## config.mk

```make
export PLATFORM = sky130hd
export DESIGN_NAME = http_request_header_parser
export DESIGN_NICKNAME = d
export VERILOG_FILES = /design/src/hdl/hrhp_pkg.sv /design/src/hdl/hrhp_core.sv /design/src/hdl/hrhp_resq.sv /design/src/hdl/http_request_header_parser.sv
export VERILOG_INCLUDE_DIRS = /design/src /design/src/hdl
export SDC_FILE = /design/constraint.sdc
export NUM_CORES = 2
export LEC_CHECK = 0
export BUFFER_PORTS_ARGS = -buffer_cell sky130_fd_sc_hd__buf_2
export CAP_MARGIN = 10
export CORE_MARGIN = 2
export CORE_UTILIZATION = 59
export DETAILED_ROUTE_END_ITERATION = 12
export PLACE_DENSITY = 0.79
export SLEW_MARGIN = 15
export SYNTH_ARGS = -nofsm -noshare
export SYNTH_HDL_FRONTEND = slang
export SYNTH_SLANG_ARGS = --single-unit
```

## constraint.sdc

```tcl
create_clock -name clk -period 21.8 [get_ports clk]
set_input_delay 3.27 -clock clk [delete_from_list [all_inputs] [get_ports clk]]
set_output_delay 3.27 -clock clk [all_outputs]
set_load 0.02 [all_outputs]
```

## src/hdl/http_request_header_parser_assert.svh

```systemverilog
// Assertion macros shared by the parser modules.
// Each macro expects signals named clk and arst_n in the using module.
`ifndef HTTP_REQUEST_HEADER_PARSER_ASSERT_SVH
`define HTTP_REQUEST_HEADER_PARSER_ASSERT_SVH
`ifndef NO_ASSERTIONS
`define HRHP_ASSERT(lbl, cond) \
lbl: assert property (@(posedge clk) disable iff (!arst_n) (cond)) \
else $error("parser assertion failed");
`define HRHP_ASSERT_IMP(lbl, ante, cons) \
lbl: assert property (@(posedge clk) disable iff (!arst_n) (ante) |-> (cons)) \
else $error("parser assertion failed");
`else
`define HRHP_ASSERT(lbl, cond)
`define HRHP_ASSERT_IMP(lbl, ante, cons)
`endif
`endif

```

## src/hdl/hrhp_pkg.sv

```systemverilog
`default_nettype none
// ----------------------------------------------------------------------------
// hrhp_pkg
// Types, result kinds and constant string lookups for the request parser.
// ----------------------------------------------------------------------------
package hrhp_pkg;

	localparam logic [2:0] KIND_METHOD   = 3'd0;
	localparam logic [2:0] KIND_URL      = 3'd1;
	localparam logic [2:0] KIND_PROTO    = 3'd2;
	localparam logic [2:0] KIND_HEADER   = 3'd3;
	localparam logic [2:0] KIND_COOKIE   = 3'd4;
	localparam logic [2:0] KIND_HDR_DONE = 3'd5;
	localparam logic [2:0] KIND_MSG_DONE = 3'd6;
	localparam logic [2:0] KIND_ERROR    = 3'd7;

	localparam logic [7:0] CH_CR    = 8'h0D;
	localparam logic [7:0] CH_LF    = 8'h0A;
	localparam logic [7:0] CH_SP    = 8'h20;
	localparam logic [7:0] CH_TAB   = 8'h09;
	localparam logic [7:0] CH_COLON = 8'h3A;
	localparam logic [7:0] CH_EQ    = 8'h3D;
	localparam logic [7:0] CH_SEMI  = 8'h3B;
	localparam logic [7:0] CH_ZERO  = 8'h30;
	localparam logic [7:0] CH_NINE  = 8'h39;

	localparam int unsigned LEN_CLEN   = 14;
	localparam int unsigned LEN_COOKIE = 6;

	// one result entry
	typedef struct packed {
		logic [2:0]  kind;
		logic [12:0] name_off;
		logic [13:0] name_len;
		logic [12:0] val_off;
		logic [13:0] val_len;
		logic [31:0] body_len;
		logic        last;
	} res_t;

	function automatic res_t mk_res(input logic [2:0] kind, input logic [12:0] no,
			input logic [13:0] nl, input logic [12:0] vo, input logic [13:0] vl,
			input logic [31:0] bl);
		res_t r;
		r.kind = kind;
		r.name_off = no;
		r.name_len = nl;
		r.val_off = vo;
		r.val_len = vl;
		r.body_len = bl;
		r.last = 1'b0;
		return r;
	endfunction

	// "Content-Length"
	function automatic logic [7:0] clen_char(input logic [3:0] i);
		logic [7:0] c;
		unique case (i)
			4'd0: c = "C";  4'd1: c = "o";  4'd2: c = "n";  4'd3: c = "t";
			4'd4: c = "e";  4'd5: c = "n";  4'd6: c = "t";  4'd7: c = "-";
			4'd8: c = "L";  4'd9: c = "e";  4'd10: c = "n"; 4'd11: c = "g";
			4'd12: c = "t"; 4'd13: c = "h";
			default: c = 8'h00;
		endcase
		return c;
	endfunction

	// "Cookie"
	function automatic logic [7:0] cookie_char(input logic [2:0] i);
		logic [7:0] c;
		unique case (i)
			3'd0: c = "C"; 3'd1: c = "o"; 3'd2: c = "o";
			3'd3: c = "k"; 3'd4: c = "i"; 3'd5: c = "e";
			default: c = 8'h00;
		endcase
		return c;
	endfunction

	// bodyless methods: 0 HEAD, 1 GET, 2 OPTIONS, 3 TRACE
	function automatic logic [7:0] meth_char(input logic [1:0] m, input logic [2:0] i);
		logic [7:0] c;
		c = 8'h00;
		unique case (m)
			2'd0: unique case (i)
				3'd0: c = "H"; 3'd1: c = "E"; 3'd2: c = "A"; 3'd3: c = "D";
				default: c = 8'h00;
			endcase
			2'd1: unique case (i)
				3'd0: c = "G"; 3'd1: c = "E"; 3'd2: c = "T";
				default: c = 8'h00;
			endcase
			2'd2: unique case (i)
				3'd0: c = "O"; 3'd1: c = "P"; 3'd2: c = "T"; 3'd3: c = "I";
				3'd4: c = "O"; 3'd5: c = "N"; 3'd6: c = "S";
				default: c = 8'h00;
			endcase
			default: unique case (i)
				3'd0: c = "T"; 3'd1: c = "R"; 3'd2: c = "A"; 3'd3: c = "C";
				3'd4: c = "E";
				default: c = 8'h00;
			endcase
		endcase
		return c;
	endfunction

	function automatic logic [2:0] meth_len(input logic [1:0] m);
		logic [2:0] l;
		unique case (m)
			2'd0: l = 3'd4;
			2'd1: l = 3'd3;
			2'd2: l = 3'd7;
			default: l = 3'd5;
		endcase
		return l;
	endfunction

endpackage
`default_nettype wire

```

## src/hdl/hrhp_core.sv

```systemverilog
`default_nettype none
// ----------------------------------------------------------------------------
// hrhp_core
// Parse state and per-byte parse logic; emits up to two results per byte.
// ----------------------------------------------------------------------------
`include "http_request_header_parser_assert.svh"
module hrhp_core
	import hrhp_pkg::*;
#(
	parameter int unsigned HEADER_BYTES = 8192
) (
	input  wire logic       clk,
	input  wire logic       arst_n,
	input  wire logic       acc,
	input  wire logic [7:0] data_byte,
	input  wire logic       start_new,
	output logic [1:0]      res_n,
	output res_t            res0,
	output res_t            res1
);

	localparam int unsigned PW = $clog2(HEADER_BYTES) + 1;
	localparam logic [PW-1:0] POS_LIMIT = PW'(HEADER_BYTES - 1);

	localparam logic [3:0] PH_WAIT   = 4'd0;
	localparam logic [3:0] PH_METHOD = 4'd1;
	localparam logic [3:0] PH_URL    = 4'd2;
	localparam logic [3:0] PH_PROTO  = 4'd3;
	localparam logic [3:0] PH_LINE   = 4'd4;
	localparam logic [3:0] PH_NAME   = 4'd5;
	localparam logic [3:0] PH_SKIP   = 4'd6;
	localparam logic [3:0] PH_VALUE  = 4'd7;
	localparam logic [3:0] PH_CR     = 4'd8;
	localparam logic [3:0] PH_BODY   = 4'd9;
	localparam logic [3:0] PH_DONE   = 4'd10;
	localparam logic [3:0] PH_ERROR  = 4'd11;

	logic [3:0]    phase_q, phase_d;
	logic [PW-1:0] pos_q, pos_d, fstart_q, fstart_d, fcount_q, fcount_d;
	logic [PW-1:0] hoff_q, hoff_d, hlen_q, hlen_d;
	logic [1:0]    nmf_q, nmf_d;
	logic [3:0]    mmf_q, mmf_d;
	logic [31:0]   clen_q, clen_d, bcount_q, bcount_d;
	logic          lgiven_q, lgiven_d;
	logic [1:0]    lend_q, lend_d;
	logic          ctok_q, ctok_d, cin_q, cin_d;
	logic [PW-1:0] ccur_q, ccur_d, cnoff_q, cnoff_d, cnlen_q, cnlen_d;
	logic [PW-1:0] cvoff_q, cvoff_d, cvlen_q, cvlen_d;

	res_t       r [2];
	logic [1:0] n;

	// per-byte parse step
	always_comb begin
		logic [35:0]  v;
		logic         fail;
		logic         pair;
		logic         do_close;
		logic         hdone;
		logic         bodyless;
		logic [31:0]  bl;
		phase_d = phase_q; pos_d = pos_q; fstart_d = fstart_q; fcount_d = fcount_q;
		hoff_d = hoff_q; hlen_d = hlen_q; nmf_d = nmf_q; mmf_d = mmf_q;
		clen_d = clen_q; bcount_d = bcount_q; lgiven_d = lgiven_q; lend_d = lend_q;
		ctok_d = ctok_q; cin_d = cin_q; ccur_d = ccur_q; cnoff_d = cnoff_q;
		cnlen_d = cnlen_q; cvoff_d = cvoff_q; cvlen_d = cvlen_q;
		r[0] = '0; r[1] = '0; n = 2'd0;
		v = '0; fail = 1'b0; pair = 1'b0; do_close = 1'b0; hdone = 1'b0;
		bodyless = 1'b0; bl = '0;

		if (start_new) begin
			phase_d = PH_METHOD; pos_d = '0; fstart_d = '0; fcount_d = '0;
			hoff_d = '0; hlen_d = '0; nmf_d = 2'b11; mmf_d = 4'hF;
			clen_d = '0; bcount_d = '0; lgiven_d = 1'b0; lend_d = '0;
			ctok_d = 1'b0; cin_d = 1'b1; ccur_d = '0; cnoff_d = '0;
			cnlen_d = '0; cvoff_d = '0; cvlen_d = '0;
		end

		if (phase_d == PH_WAIT || phase_d == PH_DONE || phase_d == PH_ERROR) begin
			// idle: no result
		end else if (phase_d == PH_BODY) begin
			if (bcount_d != 32'hFFFF_FFFF) bcount_d = bcount_d + 32'd1;
			if (lgiven_d && bcount_d >= clen_d) begin
				r[0] = mk_res(KIND_MSG_DONE, '0, '0, '0, '0, clen_d);
				n = 2'd1;
				phase_d = PH_DONE;
			end
		end else begin
			if (pos_d >= POS_LIMIT) begin
				fail = 1'b1;
			end else begin
				unique case (phase_d)
					PH_METHOD: begin
						if (data_byte == CH_SP) begin
							for (int k = 0; k < 4; k++)
								if (PW'(meth_len(2'(k))) != fcount_d) mmf_d[k] = 1'b0;
							r[0] = mk_res(KIND_METHOD, 13'(fstart_d), 14'(fcount_d),
								'0, '0, '0);
							n = 2'd1;
							phase_d = PH_URL;
							fstart_d = pos_d + PW'(1);
							fcount_d = '0;
						end else if (data_byte == CH_CR || data_byte == CH_LF) begin
							fail = 1'b1;
						end else begin
							for (int k = 0; k < 4; k++)
								if (fcount_d >= PW'(meth_len(2'(k))) ||
									data_byte != meth_char(2'(k), 3'(fcount_d)))
									mmf_d[k] = 1'b0;
							fcount_d = fcount_d + PW'(1);
						end
					end
					PH_URL: begin
						if (data_byte == CH_SP) begin
							r[0] = mk_res(KIND_URL, 13'(fstart_d), 14'(fcount_d),
								'0, '0, '0);
							n = 2'd1;
							phase_d = PH_PROTO;
							fstart_d = pos_d + PW'(1);
							fcount_d = '0;
						end else if (data_byte == CH_CR || data_byte == CH_LF) begin
							fail = 1'b1;
						end else begin
							fcount_d = fcount_d + PW'(1);
						end
					end
					PH_PROTO: begin
						if (data_byte == CH_CR) begin
							r[0] = mk_res(KIND_PROTO, 13'(fstart_d), 14'(fcount_d),
								'0, '0, '0);
							n = 2'd1;
							phase_d = PH_CR;
							lend_d = 2'd1;
						end else begin
							fcount_d = fcount_d + PW'(1);
						end
					end
					PH_LINE, PH_NAME: begin
						if (phase_d == PH_LINE && data_byte == CH_CR) begin
							phase_d = PH_CR;
							lend_d = 2'd2;
						end else if (phase_d == PH_LINE && data_byte == CH_COLON) begin
							hoff_d = pos_d; hlen_d = '0;
							nmf_d = 2'b00;
							phase_d = PH_SKIP;
						end else if (phase_d == PH_NAME && data_byte == CH_COLON) begin
							if (hlen_d != PW'(LEN_CLEN)) nmf_d[0] = 1'b0;
							if (hlen_d != PW'(LEN_COOKIE)) nmf_d[1] = 1'b0;
							if (nmf_d[0]) clen_d = '0;
							ctok_d = 1'b0; cin_d = 1'b1; ccur_d = '0;
							cnoff_d = '0; cnlen_d = '0; cvoff_d = '0; cvlen_d = '0;
							phase_d = PH_SKIP;
						end else if (phase_d == PH_NAME && data_byte == CH_CR) begin
							phase_d = PH_CR;
							lend_d = 2'd1;
						end else begin
							// header name byte
							if (phase_d == PH_LINE) begin
								hoff_d = pos_d; hlen_d = '0;
								nmf_d = 2'b11;
								phase_d = PH_NAME;
							end
							if (hlen_d >= PW'(LEN_CLEN) ||
								data_byte != clen_char(4'(hlen_d)))
								nmf_d[0] = 1'b0;
							if (hlen_d >= PW'(LEN_COOKIE) ||
								data_byte != cookie_char(3'(hlen_d)))
								nmf_d[1] = 1'b0;
							hlen_d = hlen_d + PW'(1);
						end
					end
					PH_SKIP, PH_VALUE: begin
						if (phase_d == PH_SKIP &&
							(data_byte == CH_SP || data_byte == CH_TAB)) begin
							// skip blank
						end else if (data_byte == CH_CR) begin
							if (phase_d == PH_SKIP || hlen_d == '0 || fcount_d == '0) begin
								fail = 1'b1;
							end else begin
								r[0] = mk_res(KIND_HEADER, 13'(hoff_d), 14'(hlen_d),
									13'(fstart_d), 14'(fcount_d), '0);
								n = 2'd1;
								if (nmf_d[0]) lgiven_d = 1'b1;
								if (nmf_d[1]) begin
									do_close = 1'b1;
									pair = 1'b1;
								end
								phase_d = PH_CR;
								lend_d = 2'd1;
							end
						end else begin
							// value byte
							if (phase_d == PH_SKIP) begin
								fstart_d = pos_d; fcount_d = '0;
								phase_d = PH_VALUE;
							end
							fcount_d = fcount_d + PW'(1);
							if (nmf_d[0]) begin
								if (data_byte < CH_ZERO || data_byte > CH_NINE) begin
									fail = 1'b1;
								end else begin
									v = 36'(clen_d) * 36'd10 + 36'(data_byte - CH_ZERO);
									clen_d = (v > 36'hFFFF_FFFF) ? 32'hFFFF_FFFF : v[31:0];
								end
							end
							if (nmf_d[1] && !fail) begin
								if (data_byte == CH_SP) begin
									do_close = 1'b1;
								end else if (data_byte == CH_EQ) begin
									do_close = 1'b1;
								end else if (data_byte == CH_SEMI) begin
									do_close = 1'b1;
									pair = 1'b1;
								end else if (!ctok_d) begin
									ccur_d = pos_d;
									ctok_d = 1'b1;
								end
							end
						end
					end
					default: begin
						// line end: LF must follow CR
						if (data_byte != CH_LF) begin
							fail = 1'b1;
						end else if (lend_d == 2'd2) begin
							hdone = 1'b1;
						end else begin
							phase_d = PH_LINE;
							lend_d = '0;
						end
					end
				endcase
			end

			// close the open cookie token at this byte
			if (do_close) begin
				if (ctok_d) begin
					if (cin_d) begin
						cnoff_d = ccur_d; cnlen_d = pos_d - ccur_d;
					end else begin
						cvoff_d = ccur_d; cvlen_d = pos_d - ccur_d;
					end
				end
				ctok_d = 1'b0;
				if (data_byte == CH_EQ && phase_d == PH_VALUE) cin_d = 1'b0;
				if (data_byte == CH_SEMI && phase_d == PH_VALUE) cin_d = 1'b1;
			end

			// emit a cookie pair when both parts are present
			if (pair && cnlen_d != '0 && cvlen_d != '0) begin
				if (n == 2'd0) begin
					r[0] = mk_res(KIND_COOKIE, 13'(cnoff_d), 14'(cnlen_d),
						13'(cvoff_d), 14'(cvlen_d), '0);
				end else begin
					r[1] = mk_res(KIND_COOKIE, 13'(cnoff_d), 14'(cnlen_d),
						13'(cvoff_d), 14'(cvlen_d), '0);
				end
				n = n + 2'd1;
				cnlen_d = '0;
				cvlen_d = '0;
			end

			// blank line closes the header
			if (hdone) begin
				bodyless = (mmf_d != 4'h0);
				bl = bodyless ? 32'd0 : clen_d;
				r[0] = mk_res(KIND_HDR_DONE, '0, '0, 13'(pos_d + PW'(1)), '0, bl);
				n = 2'd1;
				if (bodyless || (lgiven_d && clen_d == 32'd0)) begin
					r[1] = mk_res(KIND_MSG_DONE, '0, '0, '0, '0, bl);
					n = 2'd2;
					phase_d = PH_DONE;
				end else begin
					phase_d = PH_BODY;
					bcount_d = '0;
				end
			end

			if (fail) begin
				r[0] = mk_res(KIND_ERROR, '0, '0, '0, '0, '0);
				n = 2'd1;
				phase_d = PH_ERROR;
			end
			pos_d = pos_d + PW'(1);
		end

		if (n == 2'd1) r[0].last = 1'b1;
		if (n == 2'd2) r[1].last = 1'b1;
	end

	// parse state registers
	always_ff @(posedge clk or negedge arst_n) begin
		if (!arst_n) begin
			phase_q <= PH_WAIT; pos_q <= '0; fstart_q <= '0; fcount_q <= '0;
			hoff_q <= '0; hlen_q <= '0; nmf_q <= 2'b11; mmf_q <= 4'hF;
			clen_q <= '0; bcount_q <= '0; lgiven_q <= 1'b0; lend_q <= '0;
			ctok_q <= 1'b0; cin_q <= 1'b1; ccur_q <= '0; cnoff_q <= '0;
			cnlen_q <= '0; cvoff_q <= '0; cvlen_q <= '0;
		end else if (acc) begin
			phase_q <= phase_d; pos_q <= pos_d; fstart_q <= fstart_d; fcount_q <= fcount_d;
			hoff_q <= hoff_d; hlen_q <= hlen_d; nmf_q <= nmf_d; mmf_q <= mmf_d;
			clen_q <= clen_d; bcount_q <= bcount_d; lgiven_q <= lgiven_d; lend_q <= lend_d;
			ctok_q <= ctok_d; cin_q <= cin_d; ccur_q <= ccur_d; cnoff_q <= cnoff_d;
			cnlen_q <= cnlen_d; cvoff_q <= cvoff_d; cvlen_q <= cvlen_d;
		end
	end

	assign res_n = acc ? n : 2'd0;
	assign res0 = r[0];
	assign res1 = r[1];

	// a byte giving two results never leads with an error
	`HRHP_ASSERT_IMP(a_pair_no_err, res_n == 2'd2, res0.kind != KIND_ERROR)
	// error phase is left only by a new request
	`HRHP_ASSERT_IMP(a_err_sticky, acc && phase_q == PH_ERROR && !start_new,
		phase_d == PH_ERROR && n == 2'd0)

endmodule
`default_nettype wire

```

## src/hdl/hrhp_resq.sv

```systemverilog
`default_nettype none
// ----------------------------------------------------------------------------
// hrhp_resq
// Four-entry result queue: takes up to two results a cycle, gives one unless stalled.
// ----------------------------------------------------------------------------
`include "http_request_header_parser_assert.svh"
module hrhp_resq
	import hrhp_pkg::*;
(
	input  wire logic       clk,
	input  wire logic       arst_n,
	input  wire logic [1:0] push_n,
	input  res_t            push0,
	input  res_t            push1,
	output logic            room2,
	output logic            out_valid,
	input  wire logic       out_stall,
	output res_t            head
);

	res_t       mem_q [4];
	logic [1:0] wr_q, rd_q;
	logic [2:0] count_q;
	logic       pop;

	assign pop = out_valid && !out_stall;
	assign out_valid = (count_q != 3'd0);
	assign room2 = (count_q <= 3'd2);
	assign head = mem_q[rd_q];

	// storage writes
	always_ff @(posedge clk) begin
		if (push_n != 2'd0) mem_q[wr_q] <= push0;
		if (push_n == 2'd2) mem_q[wr_q + 2'd1] <= push1;
	end

	// pointers and fill count
	always_ff @(posedge clk or negedge arst_n) begin
		if (!arst_n) begin
			wr_q <= '0;
			rd_q <= '0;
			count_q <= '0;
		end else begin
			wr_q <= wr_q + push_n;
			if (pop) rd_q <= rd_q + 2'd1;
			count_q <= count_q + 3'(push_n) - 3'(pop);
		end
	end

	`HRHP_ASSERT(a_count_max, count_q <= 3'd4)
	`HRHP_ASSERT_IMP(a_push_room, push_n != 2'd0, count_q <= 3'd2)

endmodule
`default_nettype wire

```

## src/hdl/http_request_header_parser.sv

```systemverilog
`default_nettype none
// ----------------------------------------------------------------------------
// http_request_header_parser
// HTTP/1.1 request parser reporting field offsets, headers and cookies.
// ----------------------------------------------------------------------------
// The parser takes one request byte per clock. Each byte is parsed in the
// cycle it is accepted and its results (at most two) are written to a
// four-entry result queue that drains one result per cycle while out_stall
// is low; the input stalls while that queue holds more than two results, so
// a byte is accepted every cycle as long as results are taken at the same
// pace. Results are registered in the queue before they appear on the output.
// No clearing pass is needed after reset.
module http_request_header_parser
	import hrhp_pkg::*;
#(
	parameter int unsigned HEADER_BYTES = 8192
) (
	input  wire logic        clk,
	input  wire logic        arst_n,
	input  wire logic        in_valid,
	output logic             in_stall,
	input  wire logic [7:0]  data_byte,
	input  wire logic        start_new,
	output logic             out_valid,
	input  wire logic        out_stall,
	output logic [2:0]       item_kind,
	output logic [12:0]      name_offset,
	output logic [13:0]      name_length,
	output logic [12:0]      value_offset,
	output logic [13:0]      value_length,
	output logic [31:0]      content_len,
	output logic             last_item
);

	logic       acc;
	logic       room2;
	logic [1:0] res_n;
	res_t       res0, res1, head;

	assign in_stall = !room2;
	assign acc = in_valid && !in_stall;

	hrhp_core #(.HEADER_BYTES(HEADER_BYTES)) u_core (
		.clk       (clk),
		.arst_n    (arst_n),
		.acc       (acc),
		.data_byte (data_byte),
		.start_new (start_new),
		.res_n     (res_n),
		.res0      (res0),
		.res1      (res1)
	);

	hrhp_resq u_resq (
		.clk       (clk),
		.arst_n    (arst_n),
		.push_n    (res_n),
		.push0     (res0),
		.push1     (res1),
		.room2     (room2),
		.out_valid (out_valid),
		.out_stall (out_stall),
		.head      (head)
	);

	assign item_kind    = head.kind;
	assign name_offset  = head.name_off;
	assign name_length  = head.name_len;
	assign value_offset = head.val_off;
	assign value_length = head.val_len;
	assign content_len  = head.body_len;
	assign last_item    = head.last;

endmodule
`default_nettype wire
```

==> flow_results.xml <==
<?xml version="1.0" encoding="UTF-8"?>
<metrics>
  <group name="setup_path">
    <metric name="crit_path_top_delay_cell" unit="">sky130_fd_sc_hd__and2_1</metric>
    <metric name="setup.worst_path.class" unit="">input pin to register</metric>
    <metric name="start_kind" unit="">input pin</metric>
    <metric name="path_buf_inv" unit="">4</metric>
    <metric name="critPathMaxStageDelay" unit="ns">0.90</metric>
    <metric name="cp_data_required_time" unit="ns">22.05</metric>
    <metric name="path_common_cell" unit="">sky130_fd_sc_hd__o21ai_0</metric>
    <metric name="crit_path_end_kind" unit="">register</metric>
    <metric name="largest_delay_share_family_worst_path" unit="">compound AO/OA/AOI/OAI gates</metric>
    <metric name="worst-endpoint-arrival" unit="ns">15.43</metric>
    <metric name="timing.critical_path.fanout_max" unit="">66</metric>
  </group>
  <group name="timing">
    <metric name="min_period_over_period" unit="%">69.6</metric>
    <metric name="finalHoldViolations" unit="">0</metric>
    <metric name="clock-skew-final" unit="ns">0.0337</metric>
    <metric name="hold-worst-slack" unit="ns">0.473</metric>
    <metric name="max_clock_freq" unit="MHz">65.9</metric>
    <metric name="setup-tns-final" unit="ns">0</metric>
    <metric name="finalWorstPathRequiredPeriod" unit="ns">15.18</metric>
    <metric name="timing_worst_slew_pin_value" unit="ns">1.15</metric>
    <metric name="slew_viol_final" unit="">0</metric>
    <metric name="rsz0062_at_grt" unit="">no</metric>
    <metric name="timing.max_slew.rel_slack" unit="%">23.2</metric>
    <metric name="timing.final.setup_violations" unit="">0</metric>
  </group>
  <group name="clock_tree">
    <metric name="max-clock-path-buffers" unit="">3</metric>
    <metric name="clkLatencyLatePin" unit="ns">0.66</metric>
    <metric name="cts_tree" unit="">done</metric>
    <metric name="clkSinkCount" unit="">582</metric>
    <metric name="cts_setup_buffers" unit="">0</metric>
    <metric name="clock_tree.htree_level_count" unit="">2</metric>
    <metric name="cts_hold_repair.buffers" unit="">0</metric>
    <metric name="clkTransAtPathRegs" unit="ns">0.06</metric>
    <metric name="post_cts.resized_instances" unit="">0</metric>
    <metric name="cts_made_buffers" unit="">59</metric>
    <metric name="clock_tree.root_cell" unit="">sky130_fd_sc_hd__clkbuf_16</metric>
  </group>
  <group name="yosys">
    <metric name="post_synthesis_average_cell_area" unit="um^2">9.27</metric>
    <metric name="netlist.top_cell.by_area" unit="">sky130_fd_sc_hd__edfxtp_1</metric>
    <metric name="largest_cells_by_area_after_synthesis" unit="">sky130_fd_sc_hd__edfxtp_1 27%, sky130_fd_sc_hd__dfrtp_1 14%, sky130_fd_sc_hd__nand2_1 5.8%</metric>
    <metric name="ys_seq_elements" unit="">582</metric>
    <metric name="post_synth_instance_area" unit="um^2">38900</metric>
    <metric name="portion_of_the_post_synthesis_area_used_by_sequential_elements" unit="%">42.0</metric>
    <metric name="yosys_warnings" unit="">0</metric>
    <metric name="synthFlopType" unit="">sky130_fd_sc_hd__edfxtp_1</metric>
    <metric name="yosysUniqueCellTypes" unit="">103</metric>
    <metric name="synth_top_area_share" unit="%">27.5</metric>
    <metric name="async_set_or_reset_flop_fraction_in_the_synthesized_netlist" unit="%">38.1</metric>
    <metric name="post_synth_inst_count" unit="">4198</metric>
    <metric name="synthesis.nets" unit="">4355</metric>
    <metric name="synth_edf_count" unit="">356</metric>
  </group>
  <group name="pwr">
    <metric name="design_power_total" unit="uW">3410</metric>
    <metric name="static-leakage-power" unit="uW">0.0155</metric>
    <metric name="irDropWorstVdd" unit="uV">79.5</metric>
    <metric name="pwr_density_cell" unit="nW/um^2">81.4</metric>
  </group>
  <group name="detailed_routing">
    <metric name="first_iter_violations" unit="">6260</metric>
    <metric name="detailroute.via_count" unit="">35610</metric>
    <metric name="drc" unit="">0</metric>
    <metric name="postRouteAntennaNets" unit="">0</metric>
    <metric name="first_pass_iters" unit="">9</metric>
    <metric name="routed_via_density" unit="">7.04</metric>
    <metric name="routed_wirelength" unit="um">132000</metric>
    <metric name="routedWlPerCell" unit="um">26.2</metric>
  </group>
  <group name="placed_design">
    <metric name="gpl.final_weighted_congestion" unit="">0.993</metric>
    <metric name="port_buffers" unit="">104</metric>
    <metric name="place_hpwl" unit="um">92400</metric>
  </group>
  <group name="floorplanning">
    <metric name="die_width" unit="um">261</metric>
    <metric name="io_pins" unit="">105</metric>
    <metric name="initial_utilization" unit="%">59.4</metric>
    <metric name="core_footprint" unit="um^2">65500</metric>
    <metric name="fp.dieArea" unit="um^2">68000</metric>
    <metric name="rows" unit="">94</metric>
    <metric name="die-height" unit="um">261</metric>
  </group>
  <group name="global_routing">
    <metric name="globalRouteMet1Util" unit="%">53.4</metric>
    <metric name="met2_usage" unit="%">57.2</metric>
    <metric name="first_global_vias" unit="">33318</metric>
    <metric name="antenna_violations_before_repair" unit="">4</metric>
    <metric name="wire_length_of_the_first_global_routing_pass" unit="um">201000</metric>
    <metric name="global_route.usage.total" unit="%">38.4</metric>
    <metric name="pin_count_of_the_biggest_net_entering_global_routing" unit="">103</metric>
    <metric name="grt_remaining_overflow" unit="">0</metric>
    <metric name="global_route.usage.met3" unit="%">10.1</metric>
    <metric name="grt_busiest_layer" unit="">met2</metric>
  </group>
  <group name="finish">
    <metric name="multi_input_area" unit="um^2">21100</metric>
    <metric name="layout.nets" unit="">4297</metric>
    <metric name="layout-drive-gt1-share" unit="%">10.6</metric>
    <metric name="final-seq-area" unit="um^2">16300</metric>
    <metric name="fillerInstances" unit="">5263</metric>
    <metric name="post_synthesis_to_final_layout_area_growth" unit="%">7.65</metric>
  </group>
  <group name="outcome">
    <metric name="run_status" unit="">finished, final reports clean</metric>
  </group>
  <group name="run">
    <metric name="maxCapViolations" unit="">0</metric>
  </group>
  <group name="min_path">
    <metric name="hold_path.class" unit="">register to register</metric>
  </group>
</metrics>
[layout make-up]
class	instances	share of cell area, %
inverters	101	0.905
clock buffers	91	4.09
well taps	864	2.58
repair buffers	166	2.38
flip-flops and latches	582	39.0
clock inverters	21	0.639
diodes	1	0.00598
multi-input cells	3230	50.4
[routing by layer]
metal / part of all wire (%) / wire (um) / vias to the layer above
met5: 0.034 / 45 / -
met4: 4.5 / 5970 / 8
met3: 13 / 17600 / 442
met2: 44 / 57900 / 2624
met1: 38 / 50900 / 16973
li1: - / - / 15563
[worst min-delay path, cell delays in order (launching register included)]
cell and delay [ns]:
sky130_fd_sc_hd__dfrtp_1 0.33, sky130_fd_sc_hd__nand2_1 0.05, sky130_fd_sc_hd__o31ai_1 0.06
[per-stage QoR]
stage               utilization, %  instances  setup WS, ns  instance area [um^2]
finish                        63.9       5056          6.62                 41900
global route                  63.9       5055          5.65                 41900
global placement              60.9       4943          6.56                 39900
floorplan                        -       4198          5.12                 38900
detailed placement            60.9       4943          6.32                 39900
CTS                           63.9       5055          6.93                 41900
[synthesized netlist by cell type, drive strengths merged, types with 16 or more instances]
library cell / instances
o22ai: 170
o2bb2ai: 25
clkbuf: 182
o22a: 25
nor4: 27
nor2: 359
or2: 19
nand4: 41
nor2b: 89
o211ai: 28
a31oi: 41
o21a: 33
xnor2: 106
ha: 141
and2: 39
a22oi: 39
a21o: 46
o21bai: 16
o31ai: 36
xor2: 56
edfxtp: 356
o21ai: 348
dfrtp: 215
nor3: 83
inv: 100
buf: 103
or3: 19
a21oi: 248
a22o: 56
nand3: 113
and3: 67
nand2: 605
nand2b: 31
mux4: 90
o221ai: 55
[kinds of logic (layout without fill, tap and decap cells)]
| group | Yosys count | in the layout | share of synthesized area [%] |
|---|---|---|---|
| simple gates | 1532 | 1532 | 18.2 |
| compound gates | 1284 | 1284 | 21.7 |
| flops | 582 | 582 | 42.0 |
| buf+inv | 386 | 379 | 4.14 |
| xor+xnor | 162 | 162 | 3.65 |
| fa+ha+maj | 145 | 145 | 4.72 |
| mux | 107 | 107 | 5.66 |
| other cells | 0 | 1 | 0 |
[final timing paths]
| kind | from | end | slack (ns) | cells after the start |
|---|---|---|---|---|
| min in group asynchronous | arst_n | u_core.clen_q[14]$_DFFE_PN0P_ | 2.68 | 1 |
| hold reg to reg | u_core.cnlen_q[10]$_DFFE_PN0P_ | u_core.cnlen_q[10]$_DFFE_PN0P_ | 0.47 | 2 |
| hold / removal | u_core.cnlen_q[10]$_DFFE_PN0P_ | u_core.cnlen_q[10]$_DFFE_PN0P_ | 0.47 | 2 |
| max in group asynchronous | arst_n | u_core.cnlen_q[1]$_DFFE_PN0P_ | 17.59 | 2 |
| setup / recovery | start_new | u_resq.mem_q[2][70]$_DFFE_PP_ | 6.62 | 42 |
| setup reg to reg | u_core.clen_q[4]$_DFFE_PN0P_ | u_resq.mem_q[2][70]$_DFFE_PP_ | 9.68 | 38 |
[cell usage in the layout (no fill, tap or decap), types with 16 or more instances in the layout]
cell type | synthesis | final
sky130_fd_sc_hd__a21o_1 | 46 | 46
sky130_fd_sc_hd__a21oi_1 | 247 | 247
sky130_fd_sc_hd__a22o_1 | 56 | 56
sky130_fd_sc_hd__a22oi_1 | 39 | 39
sky130_fd_sc_hd__a31oi_1 | 41 | 40
sky130_fd_sc_hd__and2_1 | 39 | 39
sky130_fd_sc_hd__and3_1 | 67 | 67
sky130_fd_sc_hd__buf_2 | 62 | 102
sky130_fd_sc_hd__buf_4 | 8 | 63
sky130_fd_sc_hd__clkbuf_1 | 182 | 21
sky130_fd_sc_hd__clkbuf_16 | 0 | 60
sky130_fd_sc_hd__dfrtp_1 | 215 | 213
sky130_fd_sc_hd__edfxtp_1 | 356 | 356
sky130_fd_sc_hd__ha_1 | 141 | 141
sky130_fd_sc_hd__inv_1 | 99 | 98
sky130_fd_sc_hd__mux4_2 | 90 | 90
sky130_fd_sc_hd__nand2_1 | 603 | 597
sky130_fd_sc_hd__nand2b_1 | 31 | 31
sky130_fd_sc_hd__nand3_1 | 110 | 110
sky130_fd_sc_hd__nand4_1 | 41 | 41
sky130_fd_sc_hd__nor2_1 | 357 | 355
sky130_fd_sc_hd__nor2b_1 | 89 | 89
sky130_fd_sc_hd__nor3_1 | 83 | 81
sky130_fd_sc_hd__nor4_1 | 24 | 22
sky130_fd_sc_hd__o211ai_1 | 27 | 27
sky130_fd_sc_hd__o21a_1 | 33 | 33
sky130_fd_sc_hd__o21ai_0 | 329 | 329
sky130_fd_sc_hd__o21bai_1 | 16 | 16
sky130_fd_sc_hd__o221ai_1 | 55 | 55
sky130_fd_sc_hd__o22a_1 | 25 | 25
sky130_fd_sc_hd__o22ai_1 | 150 | 150
sky130_fd_sc_hd__o22ai_2 | 20 | 20
sky130_fd_sc_hd__o2bb2ai_1 | 25 | 25
sky130_fd_sc_hd__o31ai_1 | 35 | 35
sky130_fd_sc_hd__or2_2 | 17 | 17
sky130_fd_sc_hd__or3_1 | 19 | 19
sky130_fd_sc_hd__xnor2_1 | 106 | 106
sky130_fd_sc_hd__xor2_1 | 56 | 56
[power by group]
part           leakage, uW  switching, uW  total [uW]  internal, uW
logic              0.00815            676        1020           340
registers          0.00637           98.0        1340          1240
clock network     0.000964            464        1060           592
[state kept, by name, summed over array words and instances (netlist names)]
name and cells:
u_core.nmf_q 2, u_core.fcount_q 14, u_core.mmf_q 4, u_core.hoff_q 13, u_core.cnlen_q 14, u_core.lgiven_q 1
u_core.bcount_q 32, u_core.cvoff_q 13, u_core.lend_q 2, u_core.fstart_q 13, u_core.hlen_q 14, u_core.cin_q 1
u_resq.rd_q 2, u_core.pos_q 14, u_resq.wr_q 2, u_core.ctok_q 1, u_core.clen_q 32, u_core.cvlen_q 14
u_core.ccur_q 14, u_core.phase_q 4, u_resq.count_q 3, u_resq.mem_q 360, u_core.cnoff_q 13
No activity file was read; power rests on OpenSTA's default activity.
